==> config.mk <==
export PLATFORM = sky130hd
export DESIGN_NAME = one_shot_timer_pool
export DESIGN_NICKNAME = d
export VERILOG_FILES = /design/src/sv/otp_pkg.sv /design/src/sv/otp_cnt_ram.sv /design/src/sv/one_shot_timer_pool.sv
export SDC_FILE = /design/constraint.sdc
export NUM_CORES = 1
export LEC_CHECK = 0
export ABC_AREA = 1
export BUFFER_PORTS_ARGS = -buffer_cell sky130_fd_sc_hd__clkbuf_2
export CORE_MARGIN = 10
export CORE_UTILIZATION = 25
export DETAILED_ROUTE_END_ITERATION = 16
export GPL_ROUTABILITY_DRIVEN = 1
export PLACE_DENSITY = 0.36
export SLEW_MARGIN = 20
export SYNTH_ARGS = -nofsm -noshare
export SYNTH_HDL_FRONTEND = slang
export SYNTH_HIERARCHICAL = 1
export SYNTH_SLANG_ARGS = --single-unit
==> constraint.sdc <==
create_clock -name clk_i -period 14.1 [get_ports clk_i]
set_input_delay 2.82 -clock clk_i [delete_from_list [all_inputs] [get_ports clk_i]]
set_output_delay 2.82 -clock clk_i [all_outputs]
set_load 0.005 [all_outputs]
==> src/sv/otp_pkg.sv <==
package otp_pkg;

  localparam int NUM_TIMERS  = 16;
  localparam int COUNT_WIDTH = 32;

  localparam int TIMER_IDX_W = $clog2(NUM_TIMERS);
  localparam int FREE_CNT_W  = $clog2(NUM_TIMERS + 1);

  // stream field widths
  localparam int MODE_W   = 3;
  localparam int ID_W     = 4;
  localparam int TIME_W   = 32;
  localparam int STATUS_W = 2;

  // input tdata layout
  localparam int IN_MODE_LSB   = 0;
  localparam int IN_ID_LSB     = IN_MODE_LSB + MODE_W;
  localparam int IN_TIME_LSB   = IN_ID_LSB + ID_W;
  localparam int IN_NOTIFY_LSB = IN_TIME_LSB + TIME_W;
  localparam int IN_TDATA_W    = ((IN_NOTIFY_LSB + 1 + 7) / 8) * 8;

  // output tdata layout
  localparam int OUT_STATUS_LSB = 0;
  localparam int OUT_ID_LSB     = OUT_STATUS_LSB + STATUS_W;
  localparam int OUT_REM_LSB    = OUT_ID_LSB + ID_W;
  localparam int OUT_USED_W     = OUT_REM_LSB + TIME_W;
  localparam int OUT_TDATA_W    = ((OUT_USED_W + 7) / 8) * 8;

  typedef enum logic [MODE_W-1:0] {
    MODE_CREATE  = 3'd0,
    MODE_REMOVE  = 3'd1,
    MODE_START   = 3'd2,
    MODE_STOP    = 3'd3,
    MODE_RESTART = 3'd4,
    MODE_READ    = 3'd5,
    MODE_TICK    = 3'd6
  } mode_e;

  typedef enum logic [STATUS_W-1:0] {
    STATUS_OK        = 2'd0,
    STATUS_NO_FREE   = 2'd1,
    STATUS_NOT_ALLOC = 2'd2
  } status_e;

  typedef enum logic {
    KIND_RESP   = 1'b0,
    KIND_EXPIRY = 1'b1
  } kind_e;

endpackage

==> src/sv/otp_cnt_ram.sv <==
module otp_cnt_ram #(
  parameter int DEPTH = 16,
  parameter int WIDTH = 32
) (
  input  logic                     clk_i,
  input  logic                     we_i,
  input  logic [$clog2(DEPTH)-1:0] waddr_i,
  input  logic [WIDTH-1:0]         wdata_i,
  input  logic                     re_i,
  input  logic [$clog2(DEPTH)-1:0] raddr_i,
  output logic [WIDTH-1:0]         rdata_o
);

  logic [WIDTH-1:0] mem [DEPTH];

  always_ff @(posedge clk_i) begin
    if (we_i) begin
      mem[waddr_i] <= wdata_i;
    end
  end

  // read data holds until the next read
  always_ff @(posedge clk_i) begin
    if (re_i) begin
      rdata_o <= mem[raddr_i];
    end
  end

endmodule

==> src/sv/one_shot_timer_pool.sv <==
// Pool of one-shot countdown timers with a LIFO free-id stack.
//
// Input channel s_axis: one command per transfer (create, remove, start,
// stop, restart, read, tick). Output channel m_axis: one response per
// command, tuser = 0; a tick gives one expiry event per expiring timer with a
// handler, tuser = 1, in ascending id order, and no response at all if none
// expires. tlast marks the final result of a command. Mode 7 is dropped.
//
// Timer counts live in a single-port-read, single-port-write RAM with a
// registered read port; flags and the free stack are flops.
// A command first reads the RAM, then does the read-modify-write and loads
// the result register. A tick walks the RAM, one timer per cycle while no
// expiry event waits on a stalled m_axis; the next read is issued while the
// current entry is written back. Commands are taken one at a time.
//
// Reset empties the pool: all ids free, stack top is NUM_TIMERS-1, no result
// pending. When m_axis stalls, the result register holds and the walk or
// command waits on the next result; a new command may still be taken while
// a finished result waits.
module one_shot_timer_pool
  import otp_pkg::*;
(
  input  logic                   clk_i,
  input  logic                   rst_ni,
  input  logic                   s_axis_tvalid_i,
  output logic                   s_axis_tready_o,
  // mode[2:0], timer_id[6:3], time_value[38:7], notify_enable[39]
  input  logic [IN_TDATA_W-1:0]  s_axis_tdata_i,
  output logic                   m_axis_tvalid_o,
  input  logic                   m_axis_tready_i,
  // status[1:0], result_id[5:2], remaining[37:6], zero pad
  output logic [OUT_TDATA_W-1:0] m_axis_tdata_o,
  // kind[0]
  output logic                   m_axis_tuser_o,
  output logic                   m_axis_tlast_o
);

  typedef enum logic [1:0] {
    ST_IDLE,
    ST_EXEC,
    ST_TICK,
    ST_TICK_END
  } state_e;

  state_e state_q, state_d;

  mode_e                  cmd_mode_q, cmd_mode_d;
  logic [TIMER_IDX_W-1:0] cmd_idx_q, cmd_idx_d;
  logic                   cmd_ok_q, cmd_ok_d;
  logic [COUNT_WIDTH-1:0] cmd_tv_q, cmd_tv_d;
  logic                   cmd_notify_q, cmd_notify_d;

  logic [TIMER_IDX_W-1:0] walk_q, walk_d;
  logic                   pend_valid_q, pend_valid_d;
  logic [TIMER_IDX_W-1:0] pend_id_q, pend_id_d;

  logic [FREE_CNT_W-1:0]  free_count_q, free_count_d;
  logic [TIMER_IDX_W-1:0] free_stack_q [NUM_TIMERS];
  logic [TIMER_IDX_W-1:0] free_stack_d [NUM_TIMERS];
  logic [NUM_TIMERS-1:0]  alloc_q, alloc_d;
  logic [NUM_TIMERS-1:0]  run_q, run_d;
  logic [NUM_TIMERS-1:0]  hdl_q, hdl_d;

  logic                   m_valid_q, m_valid_d;
  kind_e                  m_kind_q, m_kind_d;
  status_e                m_status_q, m_status_d;
  logic [ID_W-1:0]        m_id_q, m_id_d;
  logic [TIME_W-1:0]      m_rem_q, m_rem_d;
  logic                   m_last_q, m_last_d;

  logic                   ram_we;
  logic [TIMER_IDX_W-1:0] ram_waddr;
  logic [COUNT_WIDTH-1:0] ram_wdata;
  logic                   ram_re;
  logic [TIMER_IDX_W-1:0] ram_raddr;
  logic [COUNT_WIDTH-1:0] ram_rdata;

  logic [MODE_W-1:0]      in_mode;
  logic [ID_W-1:0]        in_id;
  logic [TIME_W-1:0]      in_time;
  logic                   in_notify;
  logic                   in_xfer;
  logic                   out_free;
  logic [FREE_CNT_W-1:0]  fc_m1;
  logic [TIMER_IDX_W-1:0] top_id;
  logic                   act;
  logic [COUNT_WIDTH-1:0] dec;
  logic                   expire;
  logic                   emit;

  assign in_mode   = s_axis_tdata_i[IN_MODE_LSB +: MODE_W];
  assign in_id     = s_axis_tdata_i[IN_ID_LSB +: ID_W];
  assign in_time   = s_axis_tdata_i[IN_TIME_LSB +: TIME_W];
  assign in_notify = s_axis_tdata_i[IN_NOTIFY_LSB];

  assign s_axis_tready_o = (state_q == ST_IDLE);
  assign in_xfer         = s_axis_tvalid_i && s_axis_tready_o;
  assign out_free        = !m_valid_q || m_axis_tready_i;

  assign fc_m1  = free_count_q - FREE_CNT_W'(1);
  assign top_id = free_stack_q[fc_m1[TIMER_IDX_W-1:0]];

  // tick datapath on the entry being walked
  assign act    = alloc_q[walk_q] && run_q[walk_q];
  assign dec    = (ram_rdata != '0) ? ram_rdata - COUNT_WIDTH'(1) : ram_rdata;
  assign expire = act && (dec == '0);
  assign emit   = expire && hdl_q[walk_q];

  otp_cnt_ram #(
    .DEPTH (NUM_TIMERS),
    .WIDTH (COUNT_WIDTH)
  ) u_cnt_ram (
    .clk_i   (clk_i),
    .we_i    (ram_we),
    .waddr_i (ram_waddr),
    .wdata_i (ram_wdata),
    .re_i    (ram_re),
    .raddr_i (ram_raddr),
    .rdata_o (ram_rdata)
  );

  always_comb begin
    state_d      = state_q;
    cmd_mode_d   = cmd_mode_q;
    cmd_idx_d    = cmd_idx_q;
    cmd_ok_d     = cmd_ok_q;
    cmd_tv_d     = cmd_tv_q;
    cmd_notify_d = cmd_notify_q;
    walk_d       = walk_q;
    pend_valid_d = pend_valid_q;
    pend_id_d    = pend_id_q;
    free_count_d = free_count_q;
    free_stack_d = free_stack_q;
    alloc_d      = alloc_q;
    run_d        = run_q;
    hdl_d        = hdl_q;
    m_valid_d    = m_valid_q && !m_axis_tready_i;
    m_kind_d     = m_kind_q;
    m_status_d   = m_status_q;
    m_id_d       = m_id_q;
    m_rem_d      = m_rem_q;
    m_last_d     = m_last_q;
    ram_we       = 1'b0;
    ram_waddr    = cmd_idx_q;
    ram_wdata    = '0;
    ram_re       = 1'b0;
    ram_raddr    = in_id[TIMER_IDX_W-1:0];

    case (state_q)
      ST_IDLE: begin
        if (in_xfer) begin
          cmd_mode_d   = mode_e'(in_mode);
          cmd_idx_d    = in_id[TIMER_IDX_W-1:0];
          cmd_ok_d     = (32'(in_id) < NUM_TIMERS);
          cmd_tv_d     = in_time[COUNT_WIDTH-1:0];
          cmd_notify_d = in_notify;
          case (mode_e'(in_mode))
            MODE_TICK: begin
              ram_re    = 1'b1;
              ram_raddr = '0;
              walk_d    = '0;
              state_d   = ST_TICK;
            end
            MODE_CREATE, MODE_REMOVE, MODE_START, MODE_STOP, MODE_RESTART,
            MODE_READ: begin
              ram_re  = 1'b1;
              state_d = ST_EXEC;
            end
            default: begin
              state_d = ST_IDLE;
            end
          endcase
        end
      end

      ST_EXEC: begin
        if (out_free) begin
          m_valid_d  = 1'b1;
          m_kind_d   = KIND_RESP;
          m_status_d = STATUS_OK;
          m_id_d     = '0;
          m_rem_d    = '0;
          m_last_d   = 1'b1;
          state_d    = ST_IDLE;
          if (cmd_mode_q == MODE_CREATE) begin
            if (free_count_q == '0) begin
              m_status_d = STATUS_NO_FREE;
            end else begin
              free_count_d    = fc_m1;
              alloc_d[top_id] = 1'b1;
              run_d[top_id]   = 1'b0;
              hdl_d[top_id]   = cmd_notify_q;
              ram_we          = 1'b1;
              ram_waddr       = top_id;
              ram_wdata       = '0;
              m_id_d          = ID_W'(top_id);
            end
          end else if (!(cmd_ok_q && alloc_q[cmd_idx_q])) begin
            m_status_d = STATUS_NOT_ALLOC;
          end else begin
            case (cmd_mode_q)
              MODE_REMOVE: begin
                alloc_d[cmd_idx_q] = 1'b0;
                run_d[cmd_idx_q]   = 1'b0;
                hdl_d[cmd_idx_q]   = 1'b0;
                ram_we             = 1'b1;
                ram_wdata          = '0;
                if (32'(free_count_q) < NUM_TIMERS) begin
                  free_stack_d[free_count_q[TIMER_IDX_W-1:0]] = cmd_idx_q;
                  free_count_d = free_count_q + FREE_CNT_W'(1);
                end
              end
              MODE_START: begin
                ram_we           = 1'b1;
                ram_wdata        = cmd_tv_q;
                run_d[cmd_idx_q] = 1'b1;
              end
              MODE_STOP: begin
                run_d[cmd_idx_q] = 1'b0;
              end
              MODE_RESTART: begin
                if (ram_rdata >= cmd_tv_q) begin
                  ram_we    = 1'b1;
                  ram_wdata = cmd_tv_q;
                end
              end
              MODE_READ: begin
                m_rem_d = TIME_W'(ram_rdata);
              end
              default: begin
                m_status_d = STATUS_OK;
              end
            endcase
          end
        end
      end

      ST_TICK: begin
        // an event is held back until the next one is found so the final one can carry tlast
        if (!(emit && pend_valid_q && !out_free)) begin
          if (act) begin
            ram_we    = 1'b1;
            ram_waddr = walk_q;
            ram_wdata = dec;
          end
          if (expire) begin
            run_d[walk_q] = 1'b0;
          end
          if (emit) begin
            if (pend_valid_q) begin
              m_valid_d  = 1'b1;
              m_kind_d   = KIND_EXPIRY;
              m_status_d = STATUS_OK;
              m_id_d     = ID_W'(pend_id_q);
              m_rem_d    = '0;
              m_last_d   = 1'b0;
            end
            pend_valid_d = 1'b1;
            pend_id_d    = walk_q;
          end
          if (walk_q == TIMER_IDX_W'(NUM_TIMERS - 1)) begin
            state_d = ST_TICK_END;
          end else begin
            walk_d    = walk_q + TIMER_IDX_W'(1);
            ram_re    = 1'b1;
            ram_raddr = walk_q + TIMER_IDX_W'(1);
          end
        end
      end

      ST_TICK_END: begin
        if (!pend_valid_q) begin
          state_d = ST_IDLE;
        end else if (out_free) begin
          m_valid_d    = 1'b1;
          m_kind_d     = KIND_EXPIRY;
          m_status_d   = STATUS_OK;
          m_id_d       = ID_W'(pend_id_q);
          m_rem_d      = '0;
          m_last_d     = 1'b1;
          pend_valid_d = 1'b0;
          state_d      = ST_IDLE;
        end
      end

      default: begin
        state_d = ST_IDLE;
      end
    endcase
  end

  always_ff @(posedge clk_i or negedge rst_ni) begin
    if (!rst_ni) begin
      state_q      <= ST_IDLE;
      cmd_mode_q   <= MODE_CREATE;
      cmd_idx_q    <= '0;
      cmd_ok_q     <= 1'b0;
      cmd_tv_q     <= '0;
      cmd_notify_q <= 1'b0;
      walk_q       <= '0;
      pend_valid_q <= 1'b0;
      pend_id_q    <= '0;
      free_count_q <= FREE_CNT_W'(NUM_TIMERS);
      for (int i = 0; i < NUM_TIMERS; i++) begin
        free_stack_q[i] <= TIMER_IDX_W'(i);
      end
      alloc_q      <= '0;
      run_q        <= '0;
      hdl_q        <= '0;
      m_valid_q    <= 1'b0;
      m_kind_q     <= KIND_RESP;
      m_status_q   <= STATUS_OK;
      m_id_q       <= '0;
      m_rem_q      <= '0;
      m_last_q     <= 1'b0;
    end else begin
      state_q      <= state_d;
      cmd_mode_q   <= cmd_mode_d;
      cmd_idx_q    <= cmd_idx_d;
      cmd_ok_q     <= cmd_ok_d;
      cmd_tv_q     <= cmd_tv_d;
      cmd_notify_q <= cmd_notify_d;
      walk_q       <= walk_d;
      pend_valid_q <= pend_valid_d;
      pend_id_q    <= pend_id_d;
      free_count_q <= free_count_d;
      free_stack_q <= free_stack_d;
      alloc_q      <= alloc_d;
      run_q        <= run_d;
      hdl_q        <= hdl_d;
      m_valid_q    <= m_valid_d;
      m_kind_q     <= m_kind_d;
      m_status_q   <= m_status_d;
      m_id_q       <= m_id_d;
      m_rem_q      <= m_rem_d;
      m_last_q     <= m_last_d;
    end
  end

  assign m_axis_tvalid_o = m_valid_q;
  assign m_axis_tuser_o  = m_kind_q;
  assign m_axis_tlast_o  = m_last_q;
  assign m_axis_tdata_o  = OUT_TDATA_W'({m_rem_q, m_id_q, m_status_q});

  // every id is either on the free stack or allocated
  a_pool_conserved: assert property (@(posedge clk_i) disable iff (!rst_ni)
    (32'(free_count_q) + $countones(alloc_q)) == NUM_TIMERS)
    else $error("free count and allocated flags disagree");

  // a held-back expiry must have been flushed before the next command
  a_no_pend_idle: assert property (@(posedge clk_i) disable iff (!rst_ni)
    state_q == ST_IDLE |-> !pend_valid_q)
    else $error("expiry event left pending at end of tick");

  a_expiry_payload: assert property (@(posedge clk_i) disable iff (!rst_ni)
    m_valid_q && (m_kind_q == KIND_EXPIRY) |-> (m_status_q == STATUS_OK) && (m_rem_q == '0))
    else $error("expiry event with nonzero status or remaining");

  // a stopped timer can only have been stopped, never started, by a tick
  a_tick_no_start: assert property (@(posedge clk_i) disable iff (!rst_ni)
    state_q == ST_TICK |=> (run_q & ~$past(run_q)) == '0)
    else $error("tick set a run flag");

endmodule

==> impl_results.md, run 1 <==
- Mean post-synth cell area: 8.81 um2
- Met1 global-route usage: 0.232
- Starting Density: 0.252
- Hold EP: cmd_ok_q$_DFFE_PN0P_
- Syn Inst Count: 4219
- Sequential Power Share: 0.347
- IO Count: 88
- Crit path required time: 14550 ps
- Average wire per standard cell: 21.5 um
- TNS Setup: 0 ps
- Maximum vdd drop: 0.185 mV
- Post-DP HPWL: 79.8 mm
- PD cells: 194 nW/um2
- Synth warnings: 6
- Initial antenna violation count: 4
- RePlAce Congestion: 0.816
- Flops & latches, synth: 754
- Most common cell after layout, fill and taps aside: nand2_1
- R2R Path Start: u_cnt_ram/rdata_o[0]$_DFFE_PP_
- Sw Share: 0.431
- Total number of vias: 28.8k
- Synth Cell Area: 37200 um2
- Vias per inst: 4.60
- Hold Path Class: flop to flop
- Vias in the first global route: 27.9k
- Predominant post-synthesis flop cell: edfxtp_1
- Worst-path clk slew: 60 ps
- Detailed Routing Iterations Pass 1: 5
- Run status: completed
- Reg-to-Reg End: u_cnt_ram/rdata_o[13]$_DFFE_PP_
- CTS tree: built
- P_sw: 3570 uW
- Core Area: 148000 um2
- Share of layout cells above drive strength 1: 0.0925
- Fin. max-slew vios: 0
- Period minus WS final: 6830 ps
- Pint: 4720 uW
- Fmax: 146 MHz
- M3 GR Usage: 0.0194
- Clk pwr share: 0.285
- CTS Sinks: 754
- Endpoint class of the critical path: flop
- Htree depth: 3
- Crit path launch type: flop
- Die W: 406 um
- Die Y: 406 um
- CTS Buf Count: 92
- Die area: 165000 um2
- Unique masters post-synth: 53
- Global Route met2 Usage: 0.253
- Largest area contributor in the synthesized netlist: edfxtp_1
- Fin nets: 4348
- Slew HR: 0.256
- Row cnt: 141
- Worst-path maximum fanout: 182
- Root buffer cell: clkbuf_16
- Deepest clock path buffer count: 3
- Final Skew: 48.7 ps
- Drt total wl: 135 mm
- RSZ-0062 raised after global routing: no
- Finished Layout Cells: 6266
- Largest net degree at the start of global routing: 183
- Max-cap viol count: 0
- GRT busiest layer: met2
- Async S/R FF share, synth: 0.279
- First-pass GRT wire length: 198 mm
- Setup Crit Path Kind: flop to flop
- Detailed Route Iter0 Violations: 2309
- Placed Cells: 6094
- Tot GR Track Use: 0.161
- Seq/Total Area, Yosys: 0.582
- Hold_sp: cmd_ok_q$_DFFE_PN0P_
- Synth top area share: 0.439
- Post-route clock period utilization: 0.485
- Post-CTS Setup Bufs: 0
- Setup slack, reg-to-reg: 7270 ps
- R2R cell count: 27
- Cts repair resizes: 0
- GRT Residual Overflow: 0
- Cell depth of the worst hold path: 2
- Post-synth EDFFs: 544
- Antenna-violating nets left: 0
- Post-CTS Hold Fix Bufs: 0
- Drt drc: 0
- Worst skew pair latency: 710 ps
- Largest cells by area after synthesis: edfxtp_1, nand2_1, dfrtp_1, nand3_1, inv_1
- CP arrival: 7290 ps
- Number of port buffers: 85
- Most frequent cells in the layout: nand2_1, inv_1, edfxtp_1, nand3_1, nor2_1
- Area Growth Syn to Fin: 14.8%
- P_leak: 0.0188 uW
- Setup violators final: 0
- Final Hold Vio Count: 0
- Worst Tran Pin Value: 1120 ps
- Logic gate share of total power: 0.367
-- worst max-delay path by stage --
stage                                    from                         endpoint  slack (ps)  cells after the start
5_1_grt        u_cnt_ram/rdata_o[0]$_DFFE_PP_   u_cnt_ram/rdata_o[0]$_DFFE_PP_        6690                     27
2_1_floorplan                 s_axis_tvalid_i   u_cnt_ram/rdata_o[0]$_DFFE_PP_        8150                      3
4_1_cts        u_cnt_ram/rdata_o[0]$_DFFE_PP_  u_cnt_ram/rdata_o[13]$_DFFE_PP_        7230                     27
3_3_place_gp                  m_axis_tready_i  u_cnt_ram/rdata_o[13]$_DFFE_PP_        6730                     19
3_5_place_dp                  m_axis_tready_i  u_cnt_ram/rdata_o[13]$_DFFE_PP_        6690                     19
6_report       u_cnt_ram/rdata_o[0]$_DFFE_PP_  u_cnt_ram/rdata_o[13]$_DFFE_PP_        7270                     27
-- critical path, cell delays in order (launching register included) --
cell      delay [ps]
edfxtp_1         520
inv_1            290
ha_1             340
nand3_2          170
nor2_4           260
nand2_4          120
nor2_8           160
inv_2            300
nand2_1          220
nand2_1           70
nor2_1           240
nand2_1          100
nor2_2           250
nand4_2          290
nand2_1          120
nand2_1          150
nand2_1          310
nand2_1          150
o21ai_4           90
buf_12           620
inv_8            440
buf_4            610
nand2_1          160
nand2_1           60
nand2_1           50
nand3_1           80
nand3_1          140
nand2_1           70
-- cell families (layout without fill, tap and decap cells) --
logic type	Yosys count	count (layout)	share of synthesized area
adder cells (fa/ha/maj)	46	46	0.0155
flip-flops	754	754	0.582
AND/OR/NAND/NOR	2181	2181	0.247
XOR/XNOR	19	19	0.00447
buffers and inverters	806	921	0.0913
other	1	3	0.000101
AO/OA/AOI/OAI	409	409	0.0595
multiplexers	3	3	0.000908
-- registers in the layout (all words and copies together) (netlist names), named ones only --
signal / cells
u_cnt_ram/mem: 512
free_stack_q: 64
cmd_tv_q: 32
m_rem_q: 32
u_cnt_ram/rdata_o: 32
alloc_q: 16
hdl_q: 16
free_count_q: 5
cmd_idx_q: 4
m_id_q: 4
pend_id_q: 4
walk_q: 4
cmd_mode_q: 3
m_status_q: 2
state_q: 2
cmd_notify_q: 1
cmd_ok_q: 1
m_axis_tlast_o: 1
m_axis_tuser_o: 1
m_axis_tvalid_o: 1
pend_valid_q: 1
-- area by class of cell --
class                   count  area, um2
fillers                 15900     105000
repair buffers            151        956
clock inverters            48        479
inverters                 599       2260
well taps                1930       2410
clock buffers             123       2490
diodes                      1       2.50
flip-flops and latches    754      21600
multi-input cells        2660      12500
-- per-layer routing --
layer	wire length [um]	part of all wire
met1	66500	0.49
met2	60000	0.45
met3	5310	0.039
met5	0	0
met4	2760	0.021
-- synthesized netlist by cell type, types with 3 or more instances --
cell         n
buf_2       59
inv_1      591
xor2_1      18
nor2_2       9
a211oi_1     3
inv_2        6
buf_6       32
nand3_1    481
a31oi_1      6
edfxtp_1   544
o21ai_0    201
dfstp_2     33
buf_1       25
dfrtp_1    177
a21oi_1    143
or2_2        3
nor3_1      25
nand2_1   1256
ha_1        46
mux2_2       3
nand4_1     90
clkbuf_1    80
a22oi_1     15
o31ai_1      4
nor2_1     304
buf_4       10
a32oi_1      8
o21ai_1      3
o211ai_1    15
-- power groups by stage --
stage / registers, uW / logic (uW) / clock network [uW]
finish: 2880 / 3050 / 2360
global route: 2900 / 3430 / 2530
CTS: 2880 / 3090 / 2450
detailed placement: 2920 / 3070 / 0
global placement: 2930 / 3070 / 0
floorplan: 2750 / 2120 / 0
-- stage by stage --
stage / cell area (um2) / power [uW] / setup slack [ps] / hold WS (ps) / util
5_1_grt: 42700 / 8850 / 6690 / 486 / 0.289
2_1_floorplan: 37200 / 4870 / 8150 / 435 / -
6_report: 42700 / 8290 / 7270 / 468 / 0.289
3_5_place_dp: 39700 / 5990 / 6690 / 451 / 0.269
4_1_cts: 42700 / 8410 / 7230 / 466 / 0.289
3_3_place_gp: 39700 / 6000 / 6730 / 452 / 0.269
No activity file was read; power rests on OpenSTA's default activity.
==> run 2: changes to the inputs <==
--- a/config.mk
+++ b/config.mk
@@ -5,13 +5,13 @@
 export SDC_FILE = /design/constraint.sdc
 export NUM_CORES = 1
 export LEC_CHECK = 0
-export ABC_AREA = 1
+export ABC_AREA = 0
 export BUFFER_PORTS_ARGS = -buffer_cell sky130_fd_sc_hd__clkbuf_2
 export CORE_MARGIN = 10
 export CORE_UTILIZATION = 25
 export DETAILED_ROUTE_END_ITERATION = 16
 export GPL_ROUTABILITY_DRIVEN = 1
-export PLACE_DENSITY = 0.36
+export PLACE_DENSITY = 0.37
 export SLEW_MARGIN = 20
 export SYNTH_ARGS = -nofsm -noshare
 export SYNTH_HDL_FRONTEND = slang
==> constraint.sdc (replaced) <==
create_clock -name clk_i -period 5.7 [get_ports clk_i]
set_input_delay 1.14 -clock clk_i [delete_from_list [all_inputs] [get_ports clk_i]]
set_output_delay 1.14 -clock clk_i [all_outputs]
set_load 0.005 [all_outputs]
==> run 2 against run 1 <==
Critical endpoint is now u_cnt_ram/rdata_o[10]$_DFFE_PP_. Largest power group is now registers. Critical path type unchanged. Fmax grew 27%. Clock power grew to 2.6 times the previous value. Sequential power grew to 2.5 times the previous value. Clock-buffer cell count shrank 2. Highest routed layer unchanged.
==> impl_results.md, run 2 <==
- Row cnt: 134 (-5.0%)
- Drt drc: 0 (unchanged)
- Most common cell in the synthesized netlist: edfxtp_1
- Reg-to-Reg End: u_cnt_ram/rdata_o[10]$_DFFE_PP_
- Fin nets: 2521 (-42%)
- Cts repair resizes: 0 (unchanged)
- Placement Cell Area: 37300 um2 (-6.1%)
- Synth top area share: 0.486 (+0.0468)
- Flops & latches, synth: 754 (unchanged)
- Mean post-synth cell area: 14.9 um2 (+69%)
- First-pass GRT wire length: 162 mm (-18%)
- Endpoint class of the critical path: flop
- Max reg flops: 512 (unchanged)
- Post-synth top cells: edfxtp_1, dfrtp_1, nand2_1
- P_leak: 0.0138 uW (-27%)
- Worst-path maximum fanout: 20 (-89%)
- Setup violators final: 0 (unchanged)
- Fin. max-slew vios: 0 (unchanged)
- Unique masters post-synth: 80 (+51%)
- WHS: 485 ps (+17.5 ps)
- CTS Sinks: 754 (unchanged)
- Post-CTS Hold Fix Bufs: 0 (unchanged)
- Hold Path Class: input pin to asynchronous set/reset pin
- Post-synth EDFFs: 544 (unchanged)
- RePlAce Congestion: 0.805 (-1.3%)
- Synth Cell Area: 33600 um2 (-9.6%)
- CP Launch Point: walk_q[1]$_DFFE_PN0P_
- Worst Setup EP: u_cnt_ram/rdata_o[10]$_DFFE_PP_
- Post-CTS Setup Bufs: 0 (unchanged)
- Vias in the first global route: 21.7k (-22%)
- Finished Layout Cells: 4277 (-32%)
- RSZ-0062 raised after global routing: no
- Slew HR: 0.297 (+0.0405)
- Synth warnings: 6 (unchanged)
- Worst Tran Pin Value: 1050 ps (-60.8 ps)
- Detailed Route Iter0 Violations: 1749 (-24%)
- Most common cell after layout, fill and taps aside: edfxtp_1
- Setup Crit Path Kind: flop to flop
- Final Hold Vio Count: 0 (unchanged)
- Htree depth: 3 (unchanged)
- Antenna-violating nets left: 0 (unchanged)
- R2R cell count: 16 (-41%)
- CTS Buf Count: 92 (unchanged)
- PD cells: 464 nW/um2 (+140%)
- Crit-path cells: and3_1, a311o_1, a21boi_0, or4_1, nor4_1, nand4_1, buf_4, nor2_4, nor2_1, o211ai_1, buf_4, buf_12, buf_12, mux4_2, a22oi_1, nand2_1
- Initial antenna violation count: 2 (-2)
- Most frequent cells in the layout: edfxtp_1, dfrtp_1, nand2_1, mux4_2, mux2_2
- Run status: completed
- CTS tree: built
- Largest area contributor in the synthesized netlist: edfxtp_1
- Crit-path max cell delay: 910 ps (+290 ps)
- Number of port buffers: 85 (unchanged)
- Async S/R FF share, synth: 0.279 (unchanged)
- Share of layout cells above drive strength 1: 0.282 (+0.190)
- Worst-path clk slew: 60 ps (about the same)
- Predominant post-synthesis flop cell: edfxtp_1
- Filler cells: 13.3k (-16%)
- Deepest clock path buffer count: 3 (unchanged)
- Post-DP HPWL: 72.9 mm (-8.6%)
- Seq/Total Area, Yosys: 0.644 (+0.0619)
- Setup slack, reg-to-reg: 300 ps (-6970 ps)
- Total number of vias: 20.8k (-28%)
- R2R Path Start: walk_q[1]$_DFFE_PN0P_
- Drt total wl: 112 mm (-16%)
- Ant. Diodes: 0 (-1)
- Core Area: 133000 um2 (-9.7%)
- Period minus WS final: 5400 ps (-1430 ps)
- Placed Cells: 4105 (-33%)
- Crit path launch type: flop
- Design area: 40400 um2 (-5.3%)
- Register Area: 21600 um2 (unchanged)
- Syn Inst Count: 2251 (-47%)
- Root buffer cell: clkbuf_16
- Fmax: 185 MHz (+27%)
- CP arrival: 5850 ps (-1440 ps)
- Largest net degree at the start of global routing: 122 (-33%)
- Top reg by flops: u_cnt_ram/mem
- Die W: 387 um (-4.7%)
- Die area: 149000 um2 (-9.2%)
- Detailed Routing Iterations Pass 1: 5 (unchanged)
- Max-cap viol count: 0 (unchanged)
- Final Skew: 28.0 ps (-20.7 ps)
- Starting Density: 0.252 (+0.000292)
- Largest cells by area after synthesis: edfxtp_1, dfrtp_1, mux4_2, mux2_2, dfstp_2
- Die Y: 387 um (-4.7%)
- Multi-input logic area: 11300 um2 (-9.7%)
- GRT Residual Overflow: 0 (unchanged)
- Maximum vdd drop: 0.268 mV (+44%)
- Crit path required time: 6140 ps (-8410 ps)
- IO Count: 88 (unchanged)
- Area Growth Syn to Fin: 20.3%
- CP max stage cell: dfrtp_1
- Post-route clock period utilization: 0.948 (+0.463)
- Worst skew pair latency: 710 ps (about the same)
- Vias per inst: 4.87 (+5.8%)
- Tot GR Track Use: 0.147 (-0.0140)
- Average wire per standard cell: 26.3 um (+22%)
- Largest regs: u_cnt_ram/mem (512), free_stack_q (64)
run 2: changes by cell type after synthesis, sizes merged, moves of 28 or more:
cell and change:
a21oi -59, a22oi +54, and2 +28, buf -80, inv -509, mux2 +110, mux2i +42, mux4 +157
nand2 -1083, nand3 -438, nand4 -79, nor2 -205, o21ai -133
run 2: cells by family after synthesis:
logic type	count (synthesis)	share of synthesized area
AO/OA/AOI/OAI	368	0.0739
flip-flops	754	0.644
XOR/XNOR	24	0.00625
other	1	0.000112
AND/OR/NAND/NOR	521	0.0758
multiplexers	312	0.156
buffers and inverters	225	0.0276
adder cells (fa/ha/maj)	46	0.0171
run 2: power by group:
group | switching (uW) | internal, uW | total, uW
clock | 2430 | 3680 | 6110
combinational | 3370 | 2060 | 5430
sequential | 652 | 6570 | 7220
total | 6450 | 12300 | 18800
run 2: area by class of cell:
class                   count  area share
flip-flops and latches    754       0.535
multi-input cells        1273       0.278
well taps                1768      0.0547
repair buffers            220      0.0459
inverters                  90     0.00835
clock buffers             121      0.0616
clock inverters            51      0.0162
run 2: worst min-delay path by stage:
stage	depth (start not counted)	startpoint	end
6_report	1	rst_ni	cmd_tv_q[29]$_DFFE_PN0P_
5_1_grt	1	m_id_q[1]$_DFFE_PN0P_	m_id_q[1]$_DFFE_PN0P_
4_1_cts	1	rst_ni	cmd_tv_q[29]$_DFFE_PN0P_
3_5_place_dp	1	cmd_ok_q$_DFFE_PN0P_	cmd_ok_q$_DFFE_PN0P_
3_3_place_gp	1	cmd_ok_q$_DFFE_PN0P_	cmd_ok_q$_DFFE_PN0P_
2_1_floorplan	1	cmd_ok_q$_DFFE_PN0P_	cmd_ok_q$_DFFE_PN0P_
run 2: metal layers:
layer,vias to the layer above,share of wire,track usage
met4,0,0.026,0.0453
li1,9098,-,-
met3,152,0.055,0.0316
met1,11000,0.47,0.204
met5,-,0,0
met2,570,0.45,0.226
run 2: worst max-delay path: cells and delay by family, from the launching register on:
family,cells,cell delay [ps]
AOI/OAI and AO/OA,4,790
buffers and inverters,4,840
DFF,1,910
muxes,1,520
and+or+nand+nor,7,2030
run 2: per-stage QoR:
step / setup WS [ps] / power, uW / utilization / setup TNS, ps
3_5_place_dp: 284 / 12800 / 0.279 / 0
4_1_cts: 216 / 19000 / 0.303 / 0
3_3_place_gp: 270 / 12800 / 0.279 / 0
5_1_grt: 14.9 / 19700 / 0.303 / 0
6_report: 298 / 18800 / 0.303 / 0
2_1_floorplan: -917 / 10400 / - / -70500
